--- src/one_pole_pair_bandpass_assert.svh ---
// ----------------------------------------------------------------------------
// one_pole_pair_bandpass_assert.svh
// Assertion macros shared by the bandpass RTL; empty under synthesis.
// ----------------------------------------------------------------------------
`ifndef ONE_POLE_PAIR_BANDPASS_ASSERT_SVH
`define ONE_POLE_PAIR_BANDPASS_ASSERT_SVH

`ifndef SYNTHESIS

// same-cycle implication, clocked on clk, off while in reset
`define OPPBP_ASSERT_SAME(lbl, ante, cons) \
	lbl: assert property (@(posedge clk) disable iff (!arst_n) (ante) |-> (cons)) \
		else $error("oppbp: same-cycle check failed");

// next-cycle implication
`define OPPBP_ASSERT_NEXT(lbl, ante, cons) \
	lbl: assert property (@(posedge clk) disable iff (!arst_n) (ante) |=> (cons)) \
		else $error("oppbp: next-cycle check failed");

`else

`define OPPBP_ASSERT_SAME(lbl, ante, cons)
`define OPPBP_ASSERT_NEXT(lbl, ante, cons)

`endif

`endif

--- src/oppbp_pkg.sv ---
`timescale 1ns / 1ps
// ----------------------------------------------------------------------------
// oppbp_pkg
// Types and fixed constants of the one-pole pair bandpass.
// ----------------------------------------------------------------------------
package oppbp_pkg;

	// field and state widths
	localparam int SAMPLE_W   = 16;
	localparam int POLE_W     = 15;
	localparam int HP_W       = 32;
	localparam int LP_W       = 33;
	localparam int XS_W       = 31;
	localparam int STATE_FRAC = 15;

	// config port
	localparam int CFG_IDX_W = 1;
	localparam logic [CFG_IDX_W-1:0] REG_HP_POLE = 1'b0;
	localparam logic [CFG_IDX_W-1:0] REG_LP_POLE = 1'b1;

	localparam logic [POLE_W-1:0] HP_POLE_RST = 15'd31506;
	localparam logic [POLE_W-1:0] LP_POLE_RST = 15'd22125;

	// sequencer states
	typedef enum logic [2:0] {
		S_IDLE,
		S_HP_IN,
		S_HP_FB,
		S_LP_FB,
		S_Y,
		S_LP_IN,
		S_LP_UPD,
		S_OUT
	} state_t;

	// operand pair fed to the shared multiplier
	typedef enum logic [1:0] {
		MUL_B_HP_XS,
		MUL_A_HP_HP,
		MUL_A_LP_LP,
		MUL_B_LP_Y
	} mul_op_t;

	// per-state datapath controls
	typedef struct packed {
		logic    mul_en;
		mul_op_t mul_op;
		logic    acc_load;
		logic    hp_write;
		logic    y_write;
		logic    lp_write;
		logic    out_load;
	} ctrl_t;

endpackage

--- src/one_pole_pair_bandpass.sv ---
`timescale 1ns / 1ps
// ----------------------------------------------------------------------------
// one_pole_pair_bandpass
// One-pole highpass followed by one-pole lowpass, int16 in and out.
// ----------------------------------------------------------------------------
// Input channel: sample_in and buffer_start, handshake in_valid / in_stall.
// A beat is taken when in_valid is high and in_stall low. buffer_start
// zeroes both filter states before that sample is filtered.
// Output channel: sample_out and clipped, handshake out_valid / out_stall.
// Poles are written over cfg_we / cfg_index / cfg_data; the user must
// do so only while idle; the block does not enforce it. After the beat
// the sequencer runs HP_IN to LP_UPD, then loads the result in OUT. Four
// products go one at a time through a single multiplier; every product is
// registered and its shift-and-add happens in a later cycle.
// in_stall is high from the input beat until the result enters the output
// register. If the receiver stalls and the output register is still full,
// the sequencer waits in its last step, so nothing is lost or repeated.
// Reset (arst_n low) clears both filter states, reloads the pole registers
// and empties the output register.
// ----------------------------------------------------------------------------
`include "one_pole_pair_bandpass_assert.svh"

module one_pole_pair_bandpass
	import oppbp_pkg::*;
#(
	parameter int COEF_FRAC_BITS = 15
) (
	input  logic                       clk,
	input  logic                       arst_n,
	// config
	input  logic                       cfg_we,
	input  logic [CFG_IDX_W-1:0]       cfg_index,
	input  logic [POLE_W-1:0]          cfg_data,
	// input channel
	input  logic                       in_valid,
	output logic                       in_stall,
	input  logic signed [SAMPLE_W-1:0] sample_in,
	input  logic                       buffer_start,
	// output channel
	output logic                       out_valid,
	input  logic                       out_stall,
	output logic signed [SAMPLE_W-1:0] sample_out,
	output logic                       clipped
);

	// coefficient width: holds b up to 2^C and a up to the raw pole range
	localparam int CW = (COEF_FRAC_BITS + 1 > POLE_W) ? COEF_FRAC_BITS + 1 : POLE_W;
	localparam int PW = CW + 1 + LP_W;
	localparam int TW = LP_W + 2;
	localparam logic [CW-1:0] COEF_ONE = CW'(64'd1 << COEF_FRAC_BITS);
	localparam logic [CW-1:0] COEF_TOP = COEF_ONE - CW'(1);

	localparam logic signed [LP_W-1:0] OUT_HI = LP_W'(64'sd32767 <<< STATE_FRAC);
	localparam logic signed [LP_W-1:0] OUT_LO = -(LP_W'(64'sd32768 <<< STATE_FRAC));
	localparam logic signed [LP_W-1:0] TRUNC_BIAS = LP_W'((64'sd1 <<< STATE_FRAC) - 1);

	localparam logic signed [TW-1:0] HP_MAX = TW'((64'sd1 <<< (HP_W - 1)) - 1);
	localparam logic signed [TW-1:0] HP_MIN = -TW'(64'sd1 <<< (HP_W - 1));
	localparam logic signed [TW-1:0] LP_MAX = TW'((64'sd1 <<< (LP_W - 1)) - 1);
	localparam logic signed [TW-1:0] LP_MIN = -TW'(64'sd1 <<< (LP_W - 1));

	state_t state_q, state_d;
	ctrl_t  ctrl;

	logic [POLE_W-1:0] hp_pole_q, lp_pole_q;
	logic signed [XS_W-1:0] xs_q;
	logic signed [HP_W-1:0] hp_q;
	logic signed [LP_W-1:0] lp_q;
	logic signed [LP_W-1:0] y_q;
	logic signed [PW-1:0]   prod_q;
	logic signed [TW-1:0]   acc_q;
	logic                   out_valid_q;
	logic signed [SAMPLE_W-1:0] sample_out_q;
	logic                   clipped_q;

	logic in_beat, out_free;
	logic [CW-1:0] a_hp_raw, a_lp_raw, a_hp, a_lp, b_hp, b_lp;
	logic [CW-1:0] mul_coef;
	logic signed [LP_W-1:0] mul_data;
	logic signed [PW-1:0] mul_p;
	logic signed [PW-1:0] prod_sh;
	logic signed [TW-1:0] term, sum;
	logic signed [HP_W-1:0] hp_sat;
	logic signed [LP_W-1:0] lp_sat;
	logic signed [LP_W-1:0] y_next, lp_bias;
	logic signed [SAMPLE_W-1:0] q_next;
	logic clip_next;

	assign in_beat  = in_valid && !in_stall;
	assign out_free = !out_valid_q || !out_stall;
	assign in_stall = (state_q != S_IDLE);

	// config registers
	always_ff @(posedge clk or negedge arst_n) begin
		if (!arst_n) begin
			hp_pole_q <= HP_POLE_RST;
			lp_pole_q <= LP_POLE_RST;
		end else if (cfg_we) begin
			unique case (cfg_index)
				REG_HP_POLE: hp_pole_q <= cfg_data;
				REG_LP_POLE: lp_pole_q <= cfg_data;
				default: ;
			endcase
		end
	end

	// pole clamp to just below one, b = 1 - a
	always_comb begin
		a_hp_raw = CW'(hp_pole_q);
		a_lp_raw = CW'(lp_pole_q);
		a_hp = (a_hp_raw > COEF_TOP) ? COEF_TOP : a_hp_raw;
		a_lp = (a_lp_raw > COEF_TOP) ? COEF_TOP : a_lp_raw;
		b_hp = COEF_ONE - a_hp;
		b_lp = COEF_ONE - a_lp;
	end

	// next state
	always_comb begin
		state_d = state_q;
		unique case (state_q)
			S_IDLE:   if (in_beat) state_d = S_HP_IN;
			S_HP_IN:  state_d = S_HP_FB;
			S_HP_FB:  state_d = S_LP_FB;
			S_LP_FB:  state_d = S_Y;
			S_Y:      state_d = S_LP_IN;
			S_LP_IN:  state_d = S_LP_UPD;
			S_LP_UPD: state_d = S_OUT;
			S_OUT:    if (out_free) state_d = S_IDLE;
			default:  state_d = S_IDLE;
		endcase
	end

	// per-state controls
	always_comb begin
		ctrl = '0;
		ctrl.mul_op = MUL_B_HP_XS;
		unique case (state_q)
			S_HP_IN: begin
				ctrl.mul_en = 1'b1;
				ctrl.mul_op = MUL_B_HP_XS;
			end
			S_HP_FB: begin
				ctrl.mul_en   = 1'b1;
				ctrl.mul_op   = MUL_A_HP_HP;
				ctrl.acc_load = 1'b1;
			end
			S_LP_FB: begin
				ctrl.mul_en   = 1'b1;
				ctrl.mul_op   = MUL_A_LP_LP;
				ctrl.hp_write = 1'b1;
			end
			S_Y: begin
				ctrl.y_write  = 1'b1;
				ctrl.acc_load = 1'b1;
			end
			S_LP_IN: begin
				ctrl.mul_en = 1'b1;
				ctrl.mul_op = MUL_B_LP_Y;
			end
			S_LP_UPD: ctrl.lp_write = 1'b1;
			S_OUT:    ctrl.out_load = out_free;
			default: ;
		endcase
	end

	// shared multiplier operand select
	always_comb begin
		case (ctrl.mul_op)
			MUL_B_HP_XS: begin
				mul_coef = b_hp;
				mul_data = LP_W'(xs_q);
			end
			MUL_A_HP_HP: begin
				mul_coef = a_hp;
				mul_data = LP_W'(hp_q);
			end
			MUL_A_LP_LP: begin
				mul_coef = a_lp;
				mul_data = lp_q;
			end
			default: begin
				mul_coef = b_lp;
				mul_data = y_q;
			end
		endcase
	end

	assign mul_p = $signed({1'b0, mul_coef}) * mul_data;

	// floor shift of the registered product, then accumulate and saturate
	always_comb begin
		prod_sh = prod_q >>> COEF_FRAC_BITS;
		term    = prod_sh[TW-1:0];
		sum     = acc_q + term;
		if (sum > HP_MAX)      hp_sat = HP_MAX[HP_W-1:0];
		else if (sum < HP_MIN) hp_sat = HP_MIN[HP_W-1:0];
		else                   hp_sat = sum[HP_W-1:0];
		if (sum > LP_MAX)      lp_sat = LP_MAX[LP_W-1:0];
		else if (sum < LP_MIN) lp_sat = LP_MIN[LP_W-1:0];
		else                   lp_sat = sum[LP_W-1:0];
		y_next = LP_W'(xs_q) - LP_W'(hp_q);
	end

	// int16 clamp, truncation toward zero
	always_comb begin
		lp_bias = lp_q + TRUNC_BIAS;
		clip_next = 1'b0;
		if (lp_q > OUT_HI) begin
			q_next    = 16'sh7FFF;
			clip_next = 1'b1;
		end else if (lp_q < OUT_LO) begin
			q_next    = -16'sh8000;
			clip_next = 1'b1;
		end else if (!lp_q[LP_W-1]) begin
			q_next = lp_q[STATE_FRAC +: SAMPLE_W];
		end else begin
			q_next = lp_bias[STATE_FRAC +: SAMPLE_W];
		end
	end

	// sequencer and filter state
	always_ff @(posedge clk or negedge arst_n) begin
		if (!arst_n) begin
			state_q <= S_IDLE;
			hp_q    <= '0;
			lp_q    <= '0;
		end else begin
			state_q <= state_d;
			if (in_beat && buffer_start) begin
				hp_q <= '0;
				lp_q <= '0;
			end else begin
				if (ctrl.hp_write) hp_q <= hp_sat;
				if (ctrl.lp_write) lp_q <= lp_sat;
			end
		end
	end

	// datapath registers
	always_ff @(posedge clk) begin
		if (in_beat)       xs_q   <= {sample_in, {STATE_FRAC{1'b0}}};
		if (ctrl.mul_en)   prod_q <= mul_p;
		if (ctrl.acc_load) acc_q  <= term;
		if (ctrl.y_write)  y_q    <= y_next;
	end

	// output register
	always_ff @(posedge clk or negedge arst_n) begin
		if (!arst_n) begin
			out_valid_q <= 1'b0;
		end else if (ctrl.out_load) begin
			out_valid_q <= 1'b1;
		end else if (!out_stall) begin
			out_valid_q <= 1'b0;
		end
	end

	always_ff @(posedge clk) begin
		if (ctrl.out_load) begin
			sample_out_q <= q_next;
			clipped_q    <= clip_next;
		end
	end

	assign out_valid  = out_valid_q;
	assign sample_out = sample_out_q;
	assign clipped    = clipped_q;

	// checks
	`OPPBP_ASSERT_NEXT(a_busy_after_beat, in_beat, in_stall)
	`OPPBP_ASSERT_NEXT(a_start_clears, in_beat && buffer_start, hp_q == '0 && lp_q == '0)
	`OPPBP_ASSERT_SAME(a_clip_at_rail, out_valid_q && clipped_q, sample_out_q == 16'sh7FFF || sample_out_q == -16'sh8000)
	`OPPBP_ASSERT_NEXT(a_out_after_last, state_q == S_OUT && out_free, out_valid_q && !in_stall)

endmodule
--- config.mk ---
export PLATFORM = sky130hd
export DESIGN_NAME = one_pole_pair_bandpass
export DESIGN_NICKNAME = d
export VERILOG_FILES = /design/src/oppbp_pkg.sv /design/src/one_pole_pair_bandpass.sv
export VERILOG_INCLUDE_DIRS = /design/src /design/src/src
export SDC_FILE = /design/constraint.sdc
export NUM_CORES = 2
export LEC_CHECK = 0
export ABC_AREA = 1
export CAP_MARGIN = 20
export CELL_PAD_IN_SITES_DETAIL_PLACEMENT = 1
export CELL_PAD_IN_SITES_GLOBAL_PLACEMENT = 1
export CORE_UTILIZATION = 50
export CTS_BUF_LIST = sky130_fd_sc_hd__clkbuf_16
export CTS_CLUSTER_SIZE = 25
export DETAILED_ROUTE_END_ITERATION = 16
export DONT_BUFFER_PORTS = 1
export GPL_ROUTABILITY_DRIVEN = 0
export HOLD_SLACK_MARGIN = 0.05
export PLACE_DENSITY = 0.79
export RECOVER_POWER = 25
export SKIP_LAST_GASP = 1
export SLEW_MARGIN = 20
export SYNTH_ARGS = -nofsm -noshare
export SYNTH_HDL_FRONTEND = slang
export SYNTH_SLANG_ARGS = --single-unit
--- constraint.sdc ---
create_clock -name clk -period 8.45 [get_ports clk]
set_input_delay 0 -clock clk [delete_from_list [all_inputs] [get_ports clk]]
set_output_delay 0 -clock clk [all_outputs]
set_load 0.05 [all_outputs]
==> metrics.txt <==
run status finished with violations; failing checks max-capacitance violations, max-slew violations, negative setup slack; fraction of synthesis flops using an asynchronous set or reset pin 42.1%; post-detailed-placement cell area 34600 um2; largest buffer count on any clock path 3; Sequential cell area 6590 um2; die footprint 66000 um2; average size of a mapped cell approximately 8.1 um2; number of top-level design ports 57; number of vias after detailed routing 28500; Iter 0 DRT Violations 2270; slowest stage cell on the critical path fa_1; number of instances in the synthesized netlist 4022; FMAX approximately 120 MHz; delay of the slowest cell on the worst path 0.66 ns; final hold violations 0; post-synthesis to final-layout area growth 12.9%; global router's overall resource usage 35.4%; final critical-path share of the clock period 101%; number of violations of the max-capacitance limit 1; residual antenna-violating net count after detailed routing 0; number of clock sinks 235; row cnt just over 90; placed wire-length estimate after detailed placement 95000 um; final setup violation count 3; flip-flop and latch count after synthesis 235; horizontal extent of the die around 260 um; share of the yosys chip area belonging to registers 20.3%; commonest cells after routing, fill and taps aside nand2_1, inv_1, fa_1; Data arrival, critical path ~8.8 ns; CP Capture Type flip-flop; maximum number of pins on one net before global-route repair 65; Congestion Overflow GR 0; final worst slack -0.0609 ns; fill count 7792; Clk Tree Root Cell clkbuf_16; Worst Path Class, Setup flip-flop to flip-flop; startpoint type of the worst setup path flip-flop; clock input transition at the sequential cells of the worst setup and hold paths 0.06 ns; drt total wl 120000 um; Post-route DRC 0; max-slew violation total from the final report 64; Initial Util roughly half; Required @ worst endpoint approximately 9 ns; Port-buffer cells 0; number of synthesized flops with an enable pin 136; Tmin final between 8 and 9 ns; footprint of the multi-input gates about 22000 um2; class of the tightest hold or removal check primary input to flip-flop; distinct cell type count of the synthesized netlist 59; clock tree from TritonCTS yes; post-synthesis cell area 32500 um2; total clock buffers created by CTS 27; number of synthesis warnings 0; leading cell type in the layout, fill and taps excluded nand2_1; drt wl/cell 23.6 um; worst-path fanout max 14; flip-flop cell with the highest count after synthesis edfxtp_1; antenna violations before repair 2; floorplan core area roughly 64000 um2; RSZ-0062 raised after global routing true; cell area after layout roughly 37000 um2; proportion of layout cells with a drive suffix above 1 11.2%; transition time at the pin with the least slew margin 3.80 ns; syn_nets 4736; Fin Clk Skew between 0.02 and 0.025 ns; count of H-tree levels built during CTS 1; height of the die roughly 260 um; post-layout net count approximately 4900; Clock Latency Late Sink 0.58 ns; via/cell ratio 5.62; global-route wire length before repair 178000 um; via count of the first global-routing pass 31000; Detailed Routing Iterations Pass 1 5; worst slew margin relative to its limit -153%
logic make-up after synthesis:
logic type	count (synthesis)	share of synthesized area [%]
multiplexers	3	0.104
buffers and inverters	1024	12.4
flip-flops	235	20.3
XOR/XNOR	104	2.81
adder cells (fa/ha/maj)	676	37.7
AND/OR/NAND/NOR	1563	19.4
AO/OA/AOI/OAI	417	7.39
worst max-delay path, delay by kind of cell, from the launching register on:
family,cells,cell delay [ns]
AO/OA/AOI/OAI,3,0.49
XOR/XNOR,2,0.24
adder cells (fa/ha/maj),8,3.77
buffers and inverters,13,1.44
flip-flops,1,0.40
AND/OR/NAND/NOR,13,1.91
timing repair:
action | CTS | global route
gates resized for setup | 7 | 179
endpoints found under the setup margin | 23 | 33
setup buffers | 0 | 10
pin swaps | 0 | 45
cloned | 0 | 2
hold buffers | 38 | 0
hold endpoints to repair | 165 | 0
sequential cells by signal, indices dropped and copies added, names as in the netlist:
register,cells
clipped,1
sample_out,16
lp_q,33
y_q,33
xs_q,16
state_q,3
lp_pole_q,15
hp_pole_q,15
prod_q,35
hp_q,32
acc_q,35
out_valid,1
cell usage after synthesis (32+ instances only):
| cell | instances | area (um2) |
|---|---|---|
| inv_1 | 885 | 3320 |
| ha_1 | 174 | 2180 |
| a21oi_1 | 142 | 711 |
| edfxtp_1 | 136 | 4080 |
| xor2_1 | 77 | 674 |
| nand3_1 | 115 | 576 |
| nor2_1 | 363 | 1360 |
| fa_1 | 502 | 10000 |
| clkbuf_1 | 69 | 259 |
| nand2_1 | 982 | 3690 |
| dfrtp_1 | 82 | 2050 |
| o21ai_0 | 133 | 666 |
| o22ai_1 | 32 | 200 |
layer usage:
layer | vias to the layer above | share of wire (%) | wire [um] | GRT usage, %
met5 | - | 0.010 | 12 | 0
met4 | 2 | 6.8 | 8140 | 18.6
met3 | 397 | 7.0 | 8370 | 5.19
met2 | 1144 | 49 | 58400 | 60.7
met1 | 14400 | 37 | 44900 | 43.0
li1 | 12500 | - | - | -
stage by stage:
step	util [%]	setup TNS, ns	instances	hold WS, ns	worst slack [ns]
2_1_floorplan	-	0	4022	-0.296	0.872
4_1_cts	55.8	0	5055	0.0559	0.00203
3_5_place_dp	53.8	-1.31	4967	-0.290	-0.164
6_report	56.9	-0.152	5070	0.0770	-0.0609
3_3_place_gp	53.8	0	4967	-0.290	0.0658
5_1_grt	56.9	-4.65	5069	0.0796	-0.369
area by class of cell:
| type | instances | area share [%] |
|---|---|---|
| Multi-Input combinational cell | 2763 | 61.4 |
| Sequential cell | 235 | 18.0 |
| Inverter | 906 | 9.39 |
| Timing Repair Buffer | 260 | 6.18 |
| Tap cell | 855 | 2.92 |
| Clock buffer | 28 | 1.91 |
| Clock inverter | 22 | 0.273 |
| Antenna cell | 1 | 0.00683 |
path summary, 6_finish.rpt:
| check | startpoint | end | slack (ns) | depth (start not counted) |
|---|---|---|---|---|
| setup / recovery | state_q[0] | prod_q[38] | -0.06 | 39 |
| hold / removal | sample_in[9] | xs_q[24] | 0.08 | 1 |
| setup reg to reg | state_q[0] | prod_q[38] | -0.06 | 39 |
| hold reg to reg | prod_q[21] | acc_q[6] | 0.47 | 0 |
| max in group asynchronous | arst_n | state_q[0] | 4.15 | 3 |
| min in group asynchronous | arst_n | hp_q[23] | 1.84 | 3 |
Power is not shown: default switching activity piles up to over one toggle a cycle in this logic, so the estimate is an artifact.
